## src/design/nhr_pkg.sv

```systemverilog
// ----------------------------------------------------------------------------
// nhr_pkg
// Types and constants shared by the ring step schedule block.
// ----------------------------------------------------------------------------
package nhr_pkg;

  localparam int RS_W      = 7;   // rank_size register width
  localparam int IDX_W     = 6;   // my_index register width
  localparam int STEP_W    = 3;   // step_count / step_number width
  localparam int FW        = 6;   // result rank / slice field width
  localparam int RES_CAP   = 32;  // max results per step
  localparam int ADDR_W    = 4;
  localparam int DATA_W    = 32;

  typedef enum logic [1:0] {
    REG_RANK_SIZE  = 2'd0,
    REG_MY_INDEX   = 2'd1,
    REG_STEP_COUNT = 2'd2,
    REG_NONE       = 2'd3
  } nhr_reg_t;

  typedef enum logic [2:0] {
    ST_IDLE,
    ST_ME,
    ST_DINIT,
    ST_DSHIFT,
    ST_PEER,
    ST_EMIT
  } nhr_state_t;

  typedef struct packed {
    logic load;
    logic rem_shift;
    logic rem_clr;
    logic rem_src_me;
    logic rem_one;
    logic save_me;
    logic save_dmod;
    logic peer;
    logic next_slice;
  } nhr_cmd_t;

  typedef struct packed {
    logic              bad;
    logic [STEP_W-1:0] shift;
    logic              last;
  } nhr_sts_t;

  typedef struct packed {
    logic [FW-1:0] from_rank;
    logic [FW-1:0] to_rank;
    logic [FW-1:0] slice_count;
    logic [FW-1:0] tx_slice;
    logic [FW-1:0] rx_slice;
    logic          final_slice;
    logic          bad_step;
  } nhr_res_t;

endpackage

```

## src/design/nhr_if.sv

```systemverilog
// ----------------------------------------------------------------------------
// nhr_if
// Valid/ready request channels: step request in, slice result out.
// ----------------------------------------------------------------------------
interface nhr_in_if;
  logic                      valid;
  logic                      ready;
  logic [nhr_pkg::STEP_W-1:0] step_number;

  modport source(output valid, output step_number, input ready);
  modport sink(input valid, input step_number, output ready);
endinterface

interface nhr_out_if;
  logic                   valid;
  logic                   ready;
  logic [nhr_pkg::FW-1:0] from_rank;
  logic [nhr_pkg::FW-1:0] to_rank;
  logic [nhr_pkg::FW-1:0] slice_count;
  logic [nhr_pkg::FW-1:0] tx_slice;
  logic [nhr_pkg::FW-1:0] rx_slice;
  logic                   final_slice;
  logic                   bad_step;

  modport source(output valid, output from_rank, output to_rank, output slice_count,
                 output tx_slice, output rx_slice, output final_slice, output bad_step,
                 input ready);
  modport sink(input valid, input from_rank, input to_rank, input slice_count,
               input tx_slice, input rx_slice, input final_slice, input bad_step,
               output ready);
endinterface

```

## src/design/nhr_ctrl.sv

```systemverilog
// ----------------------------------------------------------------------------
// nhr_ctrl
// Sequencer: index remainder, distance remainders, peer setup, slice emit.
// ----------------------------------------------------------------------------
module nhr_ctrl (
  input  logic              clk,
  input  logic              rst_n,
  input  logic              in_valid,
  output logic              in_ready,
  output logic              out_valid,
  input  logic              out_ready,
  input  nhr_pkg::nhr_sts_t sts,
  output nhr_pkg::nhr_cmd_t cmd
);

  nhr_pkg::nhr_state_t              state_r, state_nxt;
  logic [nhr_pkg::STEP_W-1:0]       cnt_r, cnt_nxt;

  always_ff @(posedge clk) begin
    if (!rst_n) begin
      state_r <= nhr_pkg::ST_IDLE;
      cnt_r   <= '0;
    end else begin
      state_r <= state_nxt;
      cnt_r   <= cnt_nxt;
    end
  end

  always_comb begin
    state_nxt = state_r;
    cnt_nxt   = cnt_r;
    cmd       = '0;
    in_ready  = 1'b0;
    out_valid = 1'b0;
    unique case (state_r)
      nhr_pkg::ST_IDLE: begin
        in_ready = 1'b1;
        if (in_valid) begin
          cmd.load  = 1'b1;
          cnt_nxt   = '0;
          state_nxt = nhr_pkg::ST_ME;
        end
      end
      nhr_pkg::ST_ME: begin
        if (sts.bad) begin
          state_nxt = nhr_pkg::ST_EMIT;
        end else begin
          cmd.rem_shift  = 1'b1;
          cmd.rem_src_me = 1'b1;
          cmd.rem_clr    = (cnt_r == '0);
          if (cnt_r == nhr_pkg::STEP_W'(nhr_pkg::IDX_W - 1)) begin
            state_nxt = nhr_pkg::ST_DINIT;
          end else begin
            cnt_nxt = cnt_r + 1'b1;
          end
        end
      end
      nhr_pkg::ST_DINIT: begin
        cmd.save_me   = 1'b1;
        cmd.rem_shift = 1'b1;
        cmd.rem_clr   = 1'b1;
        cmd.rem_one   = 1'b1;
        cnt_nxt       = '0;
        state_nxt     = nhr_pkg::ST_DSHIFT;
      end
      nhr_pkg::ST_DSHIFT: begin
        cmd.rem_shift = 1'b1;
        if (cnt_r == sts.shift) begin
          cmd.save_dmod = 1'b1;
          state_nxt     = nhr_pkg::ST_PEER;
        end else begin
          cnt_nxt = cnt_r + 1'b1;
        end
      end
      nhr_pkg::ST_PEER: begin
        cmd.peer  = 1'b1;
        state_nxt = nhr_pkg::ST_EMIT;
      end
      nhr_pkg::ST_EMIT: begin
        out_valid = 1'b1;
        if (out_ready) begin
          if (sts.last) begin
            state_nxt = nhr_pkg::ST_IDLE;
          end else begin
            cmd.next_slice = 1'b1;
          end
        end
      end
      default: begin
        state_nxt = nhr_pkg::ST_IDLE;
      end
    endcase
  end

endmodule

```

## src/design/nhr_dp.sv

```systemverilog
// ----------------------------------------------------------------------------
// nhr_dp
// Datapath: bit-serial remainder unit, peer and slice index registers.
// ----------------------------------------------------------------------------
module nhr_dp #(
  parameter int MAX_RANKS = 64
) (
  input  logic                       clk,
  input  nhr_pkg::nhr_cmd_t          cmd,
  input  logic [nhr_pkg::STEP_W-1:0] step_number,
  input  logic [nhr_pkg::RS_W-1:0]   rank_size,
  input  logic [nhr_pkg::IDX_W-1:0]  my_index,
  input  logic [nhr_pkg::STEP_W-1:0] step_count,
  output nhr_pkg::nhr_sts_t          sts,
  output nhr_pkg::nhr_res_t          res
);

  localparam int RW = $clog2(MAX_RANKS + 1);
  localparam int CW = (RW > nhr_pkg::RS_W) ? RW : nhr_pkg::RS_W;
  localparam int SW = CW + 1;
  localparam int FW = nhr_pkg::FW;

  logic [RW-1:0]              ring_r, rem_r, me_r, dmod_r, smod_r;
  logic [RW-1:0]              from_r, to_r, tx_r, rx_r;
  logic                       bad_r;
  logic [nhr_pkg::STEP_W-1:0] shift_r;
  logic [nhr_pkg::IDX_W-1:0]  me_sh_r;
  logic [FW-1:0]              n_r, idx_r;

  logic [CW-1:0] rs_w;
  logic [RW-1:0] ring_c, base, rem_nxt, from_c, to_c, tx_c, rx_c;
  logic          rbit;
  logic [RW:0]   rt, fd, ts, txd, rxd, ring_x;
  logic [SW-1:0] dist_w, nsum, nfull;
  logic [FW-1:0] n_c;

  assign rs_w = CW'(rank_size);

  always_comb begin
    if (rs_w == '0) begin
      ring_c = RW'(1);
    end else if (rs_w > CW'(MAX_RANKS)) begin
      ring_c = RW'(MAX_RANKS);
    end else begin
      ring_c = RW'(rs_w);
    end
  end

  // one remainder digit per cycle: rem = (2*rem + bit) mod ring
  assign ring_x  = {1'b0, ring_r};
  assign base    = cmd.rem_clr ? '0 : rem_r;
  assign rbit    = cmd.rem_src_me ? me_sh_r[nhr_pkg::IDX_W-1] : cmd.rem_one;
  assign rt      = {base, rbit};
  assign rem_nxt = (rt >= ring_x) ? RW'(rt - ring_x) : RW'(rt);

  assign fd     = {1'b0, me_r} - {1'b0, dmod_r};
  assign from_c = fd[RW] ? RW'(fd + ring_x) : RW'(fd);
  assign ts     = {1'b0, me_r} + {1'b0, dmod_r};
  assign to_c   = (ts >= ring_x) ? RW'(ts - ring_x) : RW'(ts);
  assign txd    = {1'b0, tx_r} - {1'b0, smod_r};
  assign tx_c   = txd[RW] ? RW'(txd + ring_x) : RW'(txd);
  assign rxd    = {1'b0, rx_r} - {1'b0, smod_r};
  assign rx_c   = rxd[RW] ? RW'(rxd + ring_x) : RW'(rxd);

  assign dist_w = SW'(1) << shift_r;
  assign nsum   = SW'(ring_r) - SW'(1) + dist_w;
  assign nfull  = nsum >> ({1'b0, shift_r} + 4'd1);
  assign n_c    = (nfull > SW'(nhr_pkg::RES_CAP)) ? FW'(nhr_pkg::RES_CAP) : FW'(nfull);

  always_ff @(posedge clk) begin
    if (cmd.load) begin
      ring_r  <= ring_c;
      bad_r   <= (step_number >= step_count);
      shift_r <= step_count - 3'd1 - step_number;
      me_sh_r <= my_index;
    end else if (cmd.rem_shift && cmd.rem_src_me) begin
      me_sh_r <= me_sh_r << 1;
    end
    if (cmd.rem_shift) begin
      rem_r <= rem_nxt;
    end
    if (cmd.save_me) begin
      me_r <= rem_r;
    end
    if (cmd.save_dmod) begin
      dmod_r <= rem_r;
    end
    if (cmd.peer) begin
      smod_r <= rem_r;
      from_r <= from_c;
      to_r   <= to_c;
      n_r    <= n_c;
      idx_r  <= '0;
      tx_r   <= (n_c == '0) ? '0 : me_r;
      rx_r   <= (n_c == '0) ? '0 : from_c;
    end else if (cmd.next_slice) begin
      tx_r  <= tx_c;
      rx_r  <= rx_c;
      idx_r <= idx_r + 1'b1;
    end
  end

  assign sts.bad   = bad_r;
  assign sts.shift = shift_r;
  assign sts.last  = bad_r || (n_r == '0) || (idx_r + 1'b1 == n_r);

  assign res.from_rank   = bad_r ? '0 : FW'(from_r);
  assign res.to_rank     = bad_r ? '0 : FW'(to_r);
  assign res.slice_count = bad_r ? '0 : n_r;
  assign res.tx_slice    = bad_r ? '0 : FW'(tx_r);
  assign res.rx_slice    = bad_r ? '0 : FW'(rx_r);
  assign res.final_slice = sts.last;
  assign res.bad_step    = bad_r;

endmodule

```

## src/design/nhr_step_peer_and_slice_schedule_core.sv

```systemverilog
// ----------------------------------------------------------------------------
// nhr_step_peer_and_slice_schedule_core
// Receive/send peers and slice indices for one ring reduce-scatter step.
// ----------------------------------------------------------------------------
// One step request is handled at a time. A valid step gives n results, one
// per cycle while out_ch.ready is high, where n is the slice count, or one
// when it is zero. The bit-serial remainder unit first reduces my_index
// modulo the ring size, then the same unit gives the distance and the stride
// modulo the ring, and then the peers are set up. A bad step gives a single
// result. Configuration registers: rank_size at 0x0, my_index at 0x4,
// step_count at 0x8; write them only while no request is in flight.
module nhr_step_peer_and_slice_schedule_core #(
  parameter int MAX_RANKS = 64
) (
  input  logic                        clk,
  input  logic                        rst_n,
  nhr_in_if.sink                      in_ch,
  nhr_out_if.source                   out_ch,
  input  logic                        psel,
  input  logic                        penable,
  input  logic                        pwrite,
  input  logic [nhr_pkg::ADDR_W-1:0]  paddr,
  input  logic [nhr_pkg::DATA_W-1:0]  pwdata,
  output logic [nhr_pkg::DATA_W-1:0]  prdata,
  output logic                        pready
);

  logic [nhr_pkg::RS_W-1:0]   rank_size_r;
  logic [nhr_pkg::IDX_W-1:0]  my_index_r;
  logic [nhr_pkg::STEP_W-1:0] step_count_r;
  nhr_pkg::nhr_reg_t          reg_sel;
  logic                       wr_en;

  nhr_pkg::nhr_cmd_t cmd;
  nhr_pkg::nhr_sts_t sts;
  nhr_pkg::nhr_res_t res;

  assign pready  = 1'b1;
  assign reg_sel = nhr_pkg::nhr_reg_t'(paddr[3:2]);
  assign wr_en   = psel && penable && pwrite && pready;

  always_ff @(posedge clk) begin
    if (!rst_n) begin
      rank_size_r  <= nhr_pkg::RS_W'(1);
      my_index_r   <= '0;
      step_count_r <= '0;
    end else if (wr_en) begin
      unique case (reg_sel)
        nhr_pkg::REG_RANK_SIZE:  rank_size_r  <= pwdata[nhr_pkg::RS_W-1:0];
        nhr_pkg::REG_MY_INDEX:   my_index_r   <= pwdata[nhr_pkg::IDX_W-1:0];
        nhr_pkg::REG_STEP_COUNT: step_count_r <= pwdata[nhr_pkg::STEP_W-1:0];
        default: begin
        end
      endcase
    end
  end

  always_comb begin
    unique case (reg_sel)
      nhr_pkg::REG_RANK_SIZE:  prdata = nhr_pkg::DATA_W'(rank_size_r);
      nhr_pkg::REG_MY_INDEX:   prdata = nhr_pkg::DATA_W'(my_index_r);
      nhr_pkg::REG_STEP_COUNT: prdata = nhr_pkg::DATA_W'(step_count_r);
      default:                 prdata = '0;
    endcase
  end

  nhr_ctrl u_ctrl (
    .clk       (clk),
    .rst_n     (rst_n),
    .in_valid  (in_ch.valid),
    .in_ready  (in_ch.ready),
    .out_valid (out_ch.valid),
    .out_ready (out_ch.ready),
    .sts       (sts),
    .cmd       (cmd)
  );

  nhr_dp #(
    .MAX_RANKS (MAX_RANKS)
  ) u_dp (
    .clk         (clk),
    .cmd         (cmd),
    .step_number (in_ch.step_number),
    .rank_size   (rank_size_r),
    .my_index    (my_index_r),
    .step_count  (step_count_r),
    .sts         (sts),
    .res         (res)
  );

  assign out_ch.from_rank   = res.from_rank;
  assign out_ch.to_rank     = res.to_rank;
  assign out_ch.slice_count = res.slice_count;
  assign out_ch.tx_slice    = res.tx_slice;
  assign out_ch.rx_slice    = res.rx_slice;
  assign out_ch.final_slice = res.final_slice;
  assign out_ch.bad_step    = res.bad_step;

endmodule

```

## src/flat_wrapper.sv

```systemverilog
// flat-port wrapper written by rule: the top's interface ports become plain ports
module nhr_step_peer_and_slice_schedule_core_flat 
#(
  parameter int MAX_RANKS = 64
)
  (clk, rst_n, psel, penable, pwrite, paddr, pwdata, prdata, pready, in_ch_valid, in_ch_step_number, in_ch_ready, out_ch_valid, out_ch_from_rank, out_ch_to_rank, out_ch_slice_count, out_ch_tx_slice, out_ch_rx_slice, out_ch_final_slice, out_ch_bad_step, out_ch_ready);
  nhr_in_if in_ch_i ();
  nhr_out_if out_ch_i ();
  input  logic clk;
  input  logic rst_n;
  input  logic psel;
  input  logic penable;
  input  logic pwrite;
  input  logic [nhr_pkg::ADDR_W-1:0] paddr;
  input  logic [nhr_pkg::DATA_W-1:0] pwdata;
  output logic [nhr_pkg::DATA_W-1:0] prdata;
  output logic pready;
  input wire logic [$bits(in_ch_i.valid)-1:0] in_ch_valid;
  input wire logic [$bits(in_ch_i.step_number)-1:0] in_ch_step_number;
  output wire logic [$bits(in_ch_i.ready)-1:0] in_ch_ready;
  output wire logic [$bits(out_ch_i.valid)-1:0] out_ch_valid;
  output wire logic [$bits(out_ch_i.from_rank)-1:0] out_ch_from_rank;
  output wire logic [$bits(out_ch_i.to_rank)-1:0] out_ch_to_rank;
  output wire logic [$bits(out_ch_i.slice_count)-1:0] out_ch_slice_count;
  output wire logic [$bits(out_ch_i.tx_slice)-1:0] out_ch_tx_slice;
  output wire logic [$bits(out_ch_i.rx_slice)-1:0] out_ch_rx_slice;
  output wire logic [$bits(out_ch_i.final_slice)-1:0] out_ch_final_slice;
  output wire logic [$bits(out_ch_i.bad_step)-1:0] out_ch_bad_step;
  input wire logic [$bits(out_ch_i.ready)-1:0] out_ch_ready;
  assign in_ch_i.valid = in_ch_valid;
  assign in_ch_i.step_number = in_ch_step_number;
  assign in_ch_ready = in_ch_i.ready;
  assign out_ch_valid = out_ch_i.valid;
  assign out_ch_from_rank = out_ch_i.from_rank;
  assign out_ch_to_rank = out_ch_i.to_rank;
  assign out_ch_slice_count = out_ch_i.slice_count;
  assign out_ch_tx_slice = out_ch_i.tx_slice;
  assign out_ch_rx_slice = out_ch_i.rx_slice;
  assign out_ch_final_slice = out_ch_i.final_slice;
  assign out_ch_bad_step = out_ch_i.bad_step;
  assign out_ch_i.ready = out_ch_ready;
  nhr_step_peer_and_slice_schedule_core #(.MAX_RANKS(MAX_RANKS)) u_core (.clk(clk), .rst_n(rst_n), .in_ch(in_ch_i), .out_ch(out_ch_i), .psel(psel), .penable(penable), .pwrite(pwrite), .paddr(paddr), .pwdata(pwdata), .prdata(prdata), .pready(pready));
endmodule
```

## config.mk

```make
export PLATFORM = sky130hd
export DESIGN_NAME = nhr_step_peer_and_slice_schedule_core_flat
export DESIGN_NICKNAME = d
export VERILOG_FILES = /design/src/design/nhr_pkg.sv /design/src/design/nhr_if.sv /design/src/design/nhr_ctrl.sv /design/src/design/nhr_dp.sv /design/src/design/nhr_step_peer_and_slice_schedule_core.sv /design/src/flat_wrapper.sv
export SDC_FILE = /design/constraint.sdc
export NUM_CORES = 1
export LEC_CHECK = 0
export BUFFER_PORTS_ARGS = -buffer_cell sky130_fd_sc_hd__clkbuf_2
export CORE_ASPECT_RATIO = 2
export CORE_UTILIZATION = 40
export CTS_CLUSTER_DIAMETER = 50
export CTS_CLUSTER_SIZE = 16
export DETAILED_ROUTE_END_ITERATION = 12
export PLACE_DENSITY = 0.57
export REMOVE_ABC_BUFFERS = 1
export SYNTH_ARGS = -nofsm -noshare
export SYNTH_HDL_FRONTEND = slang
export SYNTH_SLANG_ARGS = --single-unit
```

## constraint.sdc

```tcl
create_clock -name clk -period 4.7 [get_ports clk]
set_clock_uncertainty 0.05 [all_clocks]
set_input_delay 0.235 -clock clk [delete_from_list [all_inputs] [get_ports clk]]
set_output_delay 0.235 -clock clk [all_outputs]
set_load 0.1 [all_outputs]
```

==> results.txt <==
The post-route clock period utilization is between 80% and 90%. The via total after detailed routing is 6035. The xor and xnor area share after synthesis came out at 4.83%. In this run the mean area of a mapped cell was about 9.6 sq um. Setup violations remaining at the end of the flow were counted as 0. After Yosys synthesis, full adders, half adders and majority gates account for roughly 15% of the synthesized area. The main combinational cell family by area after synthesis is simple AND/OR/NAND/NOR gates. The number of antenna violations at the first check in global routing was 0. The share of Yosys cell area claimed by the top area cell type is between 20% and 30%.

The synthesized netlist devotes between 10 and 15% of its cell area to compound gates. The die covers 21000 sq um. The area growth from synthesis to layout is 9.85%. The number of clock buffers inserted by TritonCTS is 9.

The category of the worst setup path launch point is a flip-flop. The power per standard cell area came out at roughly 540 nW/um^2. For the pin with the worst max-slew slack, the measured transition is roughly 1.2 ns. The die is around 200 um tall. The number of gates given a new drive strength after cts came out at 0.

The type of the most critical hold path is input pin to flip-flop. At the later pin of the worst-skew pair, clock insertion delay measures roughly 0.36 ns. The combined flip-flop and latch cell area came out at 2870 sq um.

Data on the critical path is required at its endpoint by roughly 4.7 ns. The port buffer count came out at roughly 60. The met1 wire length came out at between 6 and 7 mm. The clock transition at the registers of the reported paths is ~0.08 ns.

The clock tree synthesis step divided the H-tree into 3 levels. The global-route wire length before repair came out at around 30 mm. The via count of the first global-routing pass is a little under 6000. The overall die width is about 100 um. The first routing iteration left 175 violations. The remaining global-route overflow came out at 0. The number of warnings issued by yosys came out at 0.

The initialized floorplan defines 73 standard-cell rows. In the final routed layout, each cell accounts on average for between 15 and 20 um. The net count of the finished layout is approximately 1000. The remaining design rule violation count is 0. Summing the sequential cell areas from Yosys gives between 30% and 40% of the chip area.

The TritonCTS clock tree is yes. Of all cell types, the one taking the most synthesized area is sky130_fd_sc_hd__edfxtp_1. The run finished with clean final reports. The clock share of power is about 17%.

Sorting the synthesized cells by area gives the leading types as sky130_fd_sc_hd__edfxtp_1 (28%), sky130_fd_sc_hd__ha_1 (12%), sky130_fd_sc_hd__dfxtp_1 (6.9%). The worst-case headroom to the max-slew limit came out at between 10% and 20%. The number of synthesized register bits came out at around 110. The critical-path maximum fanout is 16. The shortest period the worst path allows is 4.10 ns.

Detailed routing placed a total of about 11 mm of wire on met2. In the synthesized netlist the async set-or-reset flop fraction comes to 0%. The cell internal power dissipation came out at around 2800 uW.

For the worst setup path, the data arrival time is 4.11 ns. The via-per-instance ratio came out at roughly 5.2. The net switching component of the power is ~2100 uW.

The final routed wirelength across all metal layers came out at 19.3 mm. Max-cap violations in this run came to 0. The number of antenna-violating nets in the routed design is 0. Counting flops with a built-in enable in the synthesized netlist gives just under 80.

The largest net degree at the start of global routing is 36. The final antenna diode count is 0. After floorplanning, the core was sized to cover about 20000 sq um. Clock tree synthesis selected as its root buffer the cell sky130_fd_sc_hd__clkbuf_16.

The worst-case IR drop observed on VDD is between 200 and 250 uV. The hold violation total from the final report came out at 0. The effective utilization at floorplan came out at roughly two fifths.

The routability congestion estimate came out at slightly below 0.9. The number of pins exceeding their max-slew limit in the final report is 0. The multi-input combinational cells in the finished layout cover a total of 4810 sq um. The relative contribution of sequential cells to total power came out at between 20% and 30%.

After detailed routing, no signal wire sits above met4. The wire length on met3 came out at approximately 450 um. The buffers inserted during post-CTS setup optimization came out at 0. The largest buffer count on any clock path is 2. The area of the mapped netlist came out at 8160 sq um.

The overall global routing resource usage is 19.4%. The number of instances in the synthesized netlist is 850. The number of clock sinks seen by CTS is roughly 110.

Setup repair after global routing left no endpoint under its margin. The share of synthesized cell area in and, or, nand and nor gates is between 10% and 20%. The share of total power consumed by net switching came out at about 43%. During I/O placement, the number of pins put on the boundary was 113. The startpoint-to-endpoint class of the critical path is flip-flop to flip-flop.

The HPWL after detailed placement came out at around 15 mm. The number of filler instances in the final layout came out at 2008. The static leakage power is between 0.003 and 0.004 uW. The number of detailed-routing iterations run before antenna repair came out at 4. The total power consumption of the routed design is around 4900 uW. The standard cell area after detailed placement came out at 8650 sq um. The setup TNS came out at 0 ns.

The unique cell type count in the Yosys netlist came out at 61. Measured against the total synthesized area, the mux share comes to between 6 and 7%. The number of hold buffers added after CTS was 0.

The share of post-route cells with drive strength above 1 came out at a little over an eighth. The combinational power share is 53.8%. STA classifies the critical path endpoint as a flip-flop. The upper clock frequency limit is 0.244 GHz. After routing the design area is between 8000 and 9000 sq um.

The cell count after placement is 1152. The number of cells in the finished layout apart from fillers is around 1200. For this run, the leading register cell type out of synthesis is sky130_fd_sc_hd__edfxtp_1.
cells in the mapped netlist, types with 4 or more instances:
cell type,number
sky130_fd_sc_hd__nor2b_1,64
sky130_fd_sc_hd__o31a_1,6
sky130_fd_sc_hd__and2_1,9
sky130_fd_sc_hd__nand2_1,45
sky130_fd_sc_hd__a31oi_1,6
sky130_fd_sc_hd__xnor2_1,30
sky130_fd_sc_hd__mux2_2,16
sky130_fd_sc_hd__a21oi_1,43
sky130_fd_sc_hd__nor3b_1,9
sky130_fd_sc_hd__buf_4,26
sky130_fd_sc_hd__mux2i_1,36
sky130_fd_sc_hd__fa_1,11
sky130_fd_sc_hd__a21o_1,14
sky130_fd_sc_hd__clkbuf_1,28
sky130_fd_sc_hd__o31ai_1,5
sky130_fd_sc_hd__nand2b_1,10
sky130_fd_sc_hd__ha_1,80
sky130_fd_sc_hd__a21boi_0,7
sky130_fd_sc_hd__a211oi_1,22
sky130_fd_sc_hd__edfxtp_1,77
sky130_fd_sc_hd__nor3_1,13
sky130_fd_sc_hd__or2_2,5
sky130_fd_sc_hd__nand3_1,7
sky130_fd_sc_hd__inv_1,68
sky130_fd_sc_hd__nand3b_1,4
sky130_fd_sc_hd__dfxtp_1,28
sky130_fd_sc_hd__nor2_1,73
sky130_fd_sc_hd__o211ai_1,7
sky130_fd_sc_hd__o21ai_0,23
sky130_fd_sc_hd__a211o_1,4
sky130_fd_sc_hd__o21a_1,14
sky130_fd_sc_hd__xor2_1,15
stage by stage:
stage	util, %	setup WS (ns)	hold WS, ns
after floorplan	-	0.622	0.247
after global placement	43.4	0.594	0.414
after detailed placement	43.4	0.588	0.430
after CTS	45.0	0.560	0.0714
after global routing	45.0	0.282	0.107
final	45.0	0.599	0.0801
sequential cells by signal, indices dropped and copies added, names as in the netlist, 6 cells and up:
signal,count
u_core.rank_size_r,7
u_core.u_dp.dmod_r,7
u_core.u_dp.me_r,7
u_core.u_dp.rem_r,7
u_core.u_dp.ring_r,7
u_core.u_dp.rx_r,7
u_core.u_dp.smod_r,7
u_core.u_dp.tx_r,7
u_core.my_index_r,6
u_core.u_dp.from_r,6
u_core.u_dp.idx_r,6
u_core.u_dp.me_sh_r,6
u_core.u_dp.n_r,6
u_core.u_dp.to_r,6
kinds of logic after synthesis:
| logic type | count (synthesis) |
|---|---|
| compound gates | 174 |
| xor+xnor | 45 |
| fa+ha+maj | 91 |
| buf+inv | 123 |
| flops | 105 |
| mux | 52 |
| other cells | 2 |
| simple gates | 258 |
routing by layer:
metal / vias up / track usage [%]
li1: 3038 / -
met5: - / 0
met3: 39 / 2.36
met2: 126 / 38.6
met4: 0 / 10.2
met1: 2832 / 18.5
placed cells by master, fill, tap and decap left out, types with 14 or more instances in the layout:
| cell | instances |
|---|---|
| sky130_fd_sc_hd__edfxtp_1 | 77 |
| sky130_fd_sc_hd__o21ai_0 | 22 |
| sky130_fd_sc_hd__nor2b_1 | 64 |
| sky130_fd_sc_hd__nand2_1 | 45 |
| sky130_fd_sc_hd__xnor2_1 | 30 |
| sky130_fd_sc_hd__inv_1 | 68 |
| sky130_fd_sc_hd__nor2_1 | 73 |
| sky130_fd_sc_hd__a211oi_1 | 22 |
| sky130_fd_sc_hd__o21a_1 | 14 |
| sky130_fd_sc_hd__mux2i_1 | 36 |
| sky130_fd_sc_hd__xor2_1 | 15 |
| sky130_fd_sc_hd__a21o_1 | 14 |
| sky130_fd_sc_hd__clkbuf_2 | 59 |
| sky130_fd_sc_hd__conb_1 | 26 |
| sky130_fd_sc_hd__mux2_2 | 16 |
| sky130_fd_sc_hd__a21oi_1 | 43 |
| sky130_fd_sc_hd__ha_1 | 80 |
| sky130_fd_sc_hd__dfxtp_1 | 28 |
power groups by stage:
stage                     sequential, uW  combinational (uW)  clock, uW
after floorplan                     1430                2130          0
after global placement              1470                2620          0
after detailed placement            1470                2650          0
after CTS                           1450                2660        826
after global routing                1480                2900        858
final                               1450                2620        805
critical path: stages (launching register included):
cell	delay (ns)
sky130_fd_sc_hd__edfxtp_1	0.61
sky130_fd_sc_hd__nor2b_1	0.35
sky130_fd_sc_hd__nand2b_1	0.14
sky130_fd_sc_hd__ha_1	0.29
sky130_fd_sc_hd__inv_1	0.06
sky130_fd_sc_hd__fa_1	0.45
sky130_fd_sc_hd__a211oi_1	0.44
sky130_fd_sc_hd__nor2_1	0.14
sky130_fd_sc_hd__a211oi_2	0.30
sky130_fd_sc_hd__o21a_1	0.23
sky130_fd_sc_hd__o21ba_2	0.20
sky130_fd_sc_hd__nor4_4	0.20
sky130_fd_sc_hd__buf_4	0.26
sky130_fd_sc_hd__a211oi_1	0.07
cell type report:
cell class                      instances  area share, %
Clock buffer                           10           2.67
Clock inverter                          6          0.810
Inverter                               68           2.85
Multi-Input combinational cell        646           53.6
Sequential cell                       105           32.1
Tap cell                              262           3.66
Timing Repair Buffer                   71           4.30
worst paths after layout:
| check | start | to | slack, ns | cells after the start |
|---|---|---|---|---|
| worst max-delay path | u_core.u_dp.shift_r[0] | u_core.u_dp.rx_r[2] | 0.60 | 13 |
| worst min-delay path | pwdata[6] | u_core.rank_size_r[6] | 0.08 | 3 |
| worst max register to register | u_core.u_dp.shift_r[0] | u_core.u_dp.rx_r[2] | 0.60 | 13 |
| worst min register to register | u_core.u_dp.idx_r[1] | u_core.u_dp.idx_r[1] | 0.43 | 2 |
No activity file was read; power rests on OpenSTA's default activity.
